## config.mk

```make
export PLATFORM = sky130hd
export DESIGN_NAME = arp_cell
export DESIGN_NICKNAME = d
export VERILOG_FILES = /design/src/design/arp_pkg.sv /design/src/design/arp_cell.sv
export SDC_FILE = /design/constraint.sdc
export NUM_CORES = 1
export LEC_CHECK = 0
export BUFFER_PORTS_ARGS = -buffer_cell sky130_fd_sc_hd__buf_2
export CAP_MARGIN = 20
export CORE_MARGIN = 3
export CORE_UTILIZATION = 45
export CTS_CLUSTER_SIZE = 8
export DETAILED_ROUTE_END_ITERATION = 8
export PLACE_DENSITY = 0.74
export SYNTH_ARGS = -nofsm -noshare
export SYNTH_HDL_FRONTEND = slang
export SYNTH_SLANG_ARGS = --single-unit
```

## constraint.sdc

```tcl
create_clock -name clk -period 8.77 [get_ports clk]
set_clock_uncertainty 0.05 [all_clocks]
set_input_delay 1.3155 -clock clk [delete_from_list [all_inputs] [get_ports clk]]
set_output_delay 1.3155 -clock clk [all_outputs]
set_load 0.05 [all_outputs]
```

## src/design/arp_pkg.sv

```systemverilog
// ----------------------------------------------------------------------------
// ARP cache package
// Shared constants and types for the ARP cache resolver.
// ----------------------------------------------------------------------------
`default_nettype none
package arp_pkg;
	localparam int unsigned CacheEntries = 32;
	localparam int unsigned IdxW = $clog2(CacheEntries);
	localparam int unsigned CntW = $clog2(CacheEntries + 1);

	localparam logic [1:0] CMD_TICK    = 2'd0;
	localparam logic [1:0] CMD_ARP     = 2'd1;
	localparam logic [1:0] CMD_RESOLVE = 2'd2;
	localparam logic [1:0] CMD_UNUSED  = 2'd3;

	localparam logic [0:0] REG_LOCAL_IP = 1'b0;
	localparam logic [0:0] REG_TIMEOUT  = 1'b1;

	localparam logic [31:0] BcastIp      = 32'hFFFF_FFFF;
	localparam logic [47:0] BcastMac     = 48'hFFFF_FFFF_FFFF;
	localparam logic [15:0] MinArpLen    = 16'd28;
	localparam logic [15:0] HwEthernet   = 16'd1;
	localparam logic [15:0] ProtoIpv4    = 16'h0800;
	localparam logic [15:0] OpRequest    = 16'd1;
	localparam logic [15:0] OpReply      = 16'd2;
	localparam logic [31:0] TimeoutReset = 32'd60000;

	// Per-cell command from the controller.
	typedef struct packed {
		logic        load;
		logic        write;
		logic        kill;
		logic [31:0] ip;
		logic [47:0] mac;
		logic [31:0] now;
	} cell_cmd_t;
endpackage
`default_nettype wire

```

## src/design/arp_cell.sv

```systemverilog
// ----------------------------------------------------------------------------
// ARP cache cell
// One cache entry; compares the key handed along the row and forwards it.
// ----------------------------------------------------------------------------
`default_nettype none
module arp_cell (
	input  wire logic             clk,
	input  wire logic             arst_n,
	input  wire arp_pkg::cell_cmd_t cmd,
	input  wire logic             sel,
	input  wire logic [31:0]      key_in,
	input  wire logic             act_in,
	input  wire logic [31:0]      timeout,
	output logic                  act_q,
	output logic [31:0]           key_q,
	output logic                  valid_q,
	output logic                  match,
	output logic                  stale,
	output logic [47:0]           mac
);
	logic [31:0] ip_q;
	logic [47:0] mac_q;
	logic [31:0] time_q;
	logic [31:0] age;

	assign age   = cmd.now - time_q;
	assign match = act_in && valid_q && (ip_q == key_in);
	assign stale = age > timeout;
	assign mac   = mac_q;

	always_ff @(posedge clk or negedge arst_n) begin
		if (!arst_n) begin
			valid_q <= 1'b0;
			act_q   <= 1'b0;
		end else begin
			act_q <= act_in && !cmd.load;
			if (sel && cmd.write) begin
				valid_q <= 1'b1;
			end else if (sel && cmd.kill) begin
				valid_q <= 1'b0;
			end
		end
	end

	always_ff @(posedge clk) begin
		key_q <= key_in;
		if (sel && cmd.write) begin
			ip_q   <= cmd.ip;
			mac_q  <= cmd.mac;
			time_q <= cmd.now;
		end
	end
endmodule
`default_nettype wire

```

==> impl_metrics.toml <==
[timing]
max_slew_margin_pct = 50.0
slew_viol_final = 0
tightest_slew_ps = 750
finalCriticalPeriod_ps = 6700
final_hold_viol_count = 0
fin_crit_sh_pct = 76.4
tns_ps = 0
rsz0062_at_grt = "false"
clock.fmax_mhz = 149
setup_viol = 0

[synth]
netlist.top_cell.by_area = "edfxtp_1"
synthCells = 591
synth_seq_cells = 146
synth_edf_count = 112
ys.flop_type = "edfxtp_1"
yosysSeqAreaShare_pct = 56.5
postSynth.asyncResetShare_pct = 1.37
syn_avg_cell_area_um2 = 12.1
synth_top_area_share_pct = 46.9
synth_cell_type_count = 63
synth_area_leaders = "edfxtp_1, ha_1, dfxtp_1"
yosys_warnings = 0
syn_nets = 838
synth_area_um2 = 7180

[clock_network]
cts.path.max_buffers = 2
ctsRootBufferMaster = "clkbuf_16"
clock-sinks = 146
cts_setup_buffers = 0
tritoncts = "yes"
cts_inserted_buffers = 17
clk_pin_slew_ps = 60
hold_buffers = 0
insertion_delay_ps = 410
htreeDepth = 4
cts_resized = 0

[global_route]
antenna_found_initial = 9
grt_max_degree = 62
grt_first_pass_wirelength_um = 27500
grt_pass1_vias = 5323
grt_use_total_pct = 20.0
grt_overflow_total = 0

[status]
outcome = "finished, final reports clean"

[placed_design]
placed_cells = 1060
port_buffers = 266
gp_congestion = 0.836
dp_hpwl_um = 14200

[layout]
multi_input_area_um2 = 2840
layout-area-overhead-vs-synth_pct = 29.8
final_nets = 1115
stdcell_count = 1095
fill_cells = 1323
drive_above_1_share_pct = 35.3
seq_area_um2 = 4050

[floorplan]
fp.dieH_um = 132
row_count = 45
io_pins = 267
design.die.area_um2 = 17500
fp.dieW_um = 132
coreArea_um2 = 15400
initial_core_util_pct = 46.5

[drt]
drc_errors = 0
ant_nets = 0
firstDrtPassIters = 5
drt_iter0_drc = 426
wl_um = 17800
wl_per_cell_um = 16.2
via_count = 5507
vias_per_cell = 5.03

[power_and_ir_drop]
power_density_nw_per_um2 = 209
ir_drop_mv = 0.130
power.total_w = 0.00195
leakage_nw = 4.34

[flow_run]
drv_cap = 0

[critical_path]
cp-start-kind = "input pin"
cp-end-kind = "output port"
cp_max_fo = 3
cp.required_ps = 7400
worstSetupPathType = "input pin to output port"
arrival_ps = 5340

[hold_path]
hold_class = "flop to flop"
## final cells by class
type	count	area share, %
tap	211	2.83
multi-input combinational	370	30.4
antenna	3	0.0806
clock buffer	18	4.84
timing repair buffer	267	14.4
inverter	66	2.66
clock inverter	14	1.25
sequential	146	43.5
## cells in the final DEF, fill, tap and decap left out, types with 23 or more instances in the layout
master / synthesis / layout
a21o_1: 28 / 28
edfxtp_1: 112 / 112
dfxtp_1: 32 / 32
nor2_1: 23 / 23
ha_1: 63 / 63
buf_2: 3 / 266
xnor2_1: 25 / 25
xor2_1: 32 / 32
a21oi_1: 41 / 41
nand2_1: 24 / 24
inv_1: 66 / 66
## layer usage
| layer | part of all wire (%) | wire length, µm | GRT usage, % | vias up |
|---|---|---|---|---|
| li1 | - | - | - | 2738 |
| met1 | 40 | 7190 | 23.7 | 2503 |
| met4 | 1.7 | 306 | 6.47 | 12 |
| met3 | 8.0 | 1420 | 6.95 | 34 |
| met2 | 49 | 8750 | 34.4 | 220 |
| met5 | 0.50 | 89 | 0 | - |
## final timing paths
kind	to	depth (start not counted)	startpoint	slack [ps]
min	valid_q$_DFFE_PN0P_	1	valid_q$_DFFE_PN0P_	490
min reg2reg	valid_q$_DFFE_PN0P_	1	valid_q$_DFFE_PN0P_	490
max	stale	21	cmd[0]	2070
max reg2reg	valid_q$_DFFE_PN0P_	1	valid_q$_DFFE_PN0P_	8040
max in group asynchronous	act_q$_DFF_PN0_	1	arst_n	7950
min in group asynchronous	valid_q$_DFFE_PN0P_	1	arst_n	630
## cells by family after synthesis
family | count (synthesis) | synth area share (%)
AO/OA/AOI/OAI | 129 | 12.4
XOR/XNOR | 57 | 6.96
adder cells (fa/ha/maj) | 64 | 11.3
buffers and inverters | 75 | 4.03
flip-flops | 146 | 56.5
multiplexers | 1 | 0.139
AND/OR/NAND/NOR | 119 | 8.72
## critical path: stages
cell and delay, ps:
buf_2 100, inv_1 50, ha_1 150, inv_1 50
fa_1 390, a21o_1 200, a311o_1 400, a21o_2 270
nor2_4 130, o21ai_2 100, a211o_1 340, xor2_1 160
ha_1 290, and3_1 150, nand3_1 110, nor3_1 190
nand4_1 140, nor3_1 260, a211oi_1 110, a21oi_1 130
buf_2 290
## metrics by stage
stage	area (µm²)	hold WS (ps)	util, %	setup slack [ps]
6_report	9320	491	60.4	2070
5_1_grt	9320	527	60.4	1840
4_1_cts	9310	497	60.3	2090
3_5_place_dp	8740	483	56.7	2110
3_3_place_gp	8740	467	56.7	2140
2_1_floorplan	7180	770	-	2120
## state kept, by name, summed over array words and instances (netlist names)
| register | flops |
|---|---|
| act_q | 1 |
| time_q | 32 |
| key_q | 32 |
| ip_q | 32 |
| valid_q | 1 |
| mac | 48 |
## report_power, final
group	total, W	switching, W	internal (W)	leakage [nW]
Sequential	0.000805	0.0000122	0.000793	1.35
Combinational	0.000451	0.000280	0.000171	2.72
Clock	0.000692	0.000305	0.000387	0.277
## Yosys cell counts, drive strengths merged, types with 2 or more instances
library cell and instances:
a21o 29, edfxtp 112, inv 66, o31ai 2, nor2b 2, a311o 2
nor3b 2, a31oi 3, buf 4, or3 2, nand4b 2, a211oi 7
nor3 7, clkbuf 5, dfrtp 2, nand2 24, o21ai 16, o211ai 5
a211o 2, nand4 14, nor4 10, dfxtp 32, xor2 32, and2 6
nor2 24, a2111oi 2, a21oi 42, and3 6, xnor2 25, o21a 3
ha 63, nand3b 2, nand3 11, nand2b 6
Note: power is estimated with default switching activity, not from simulation.
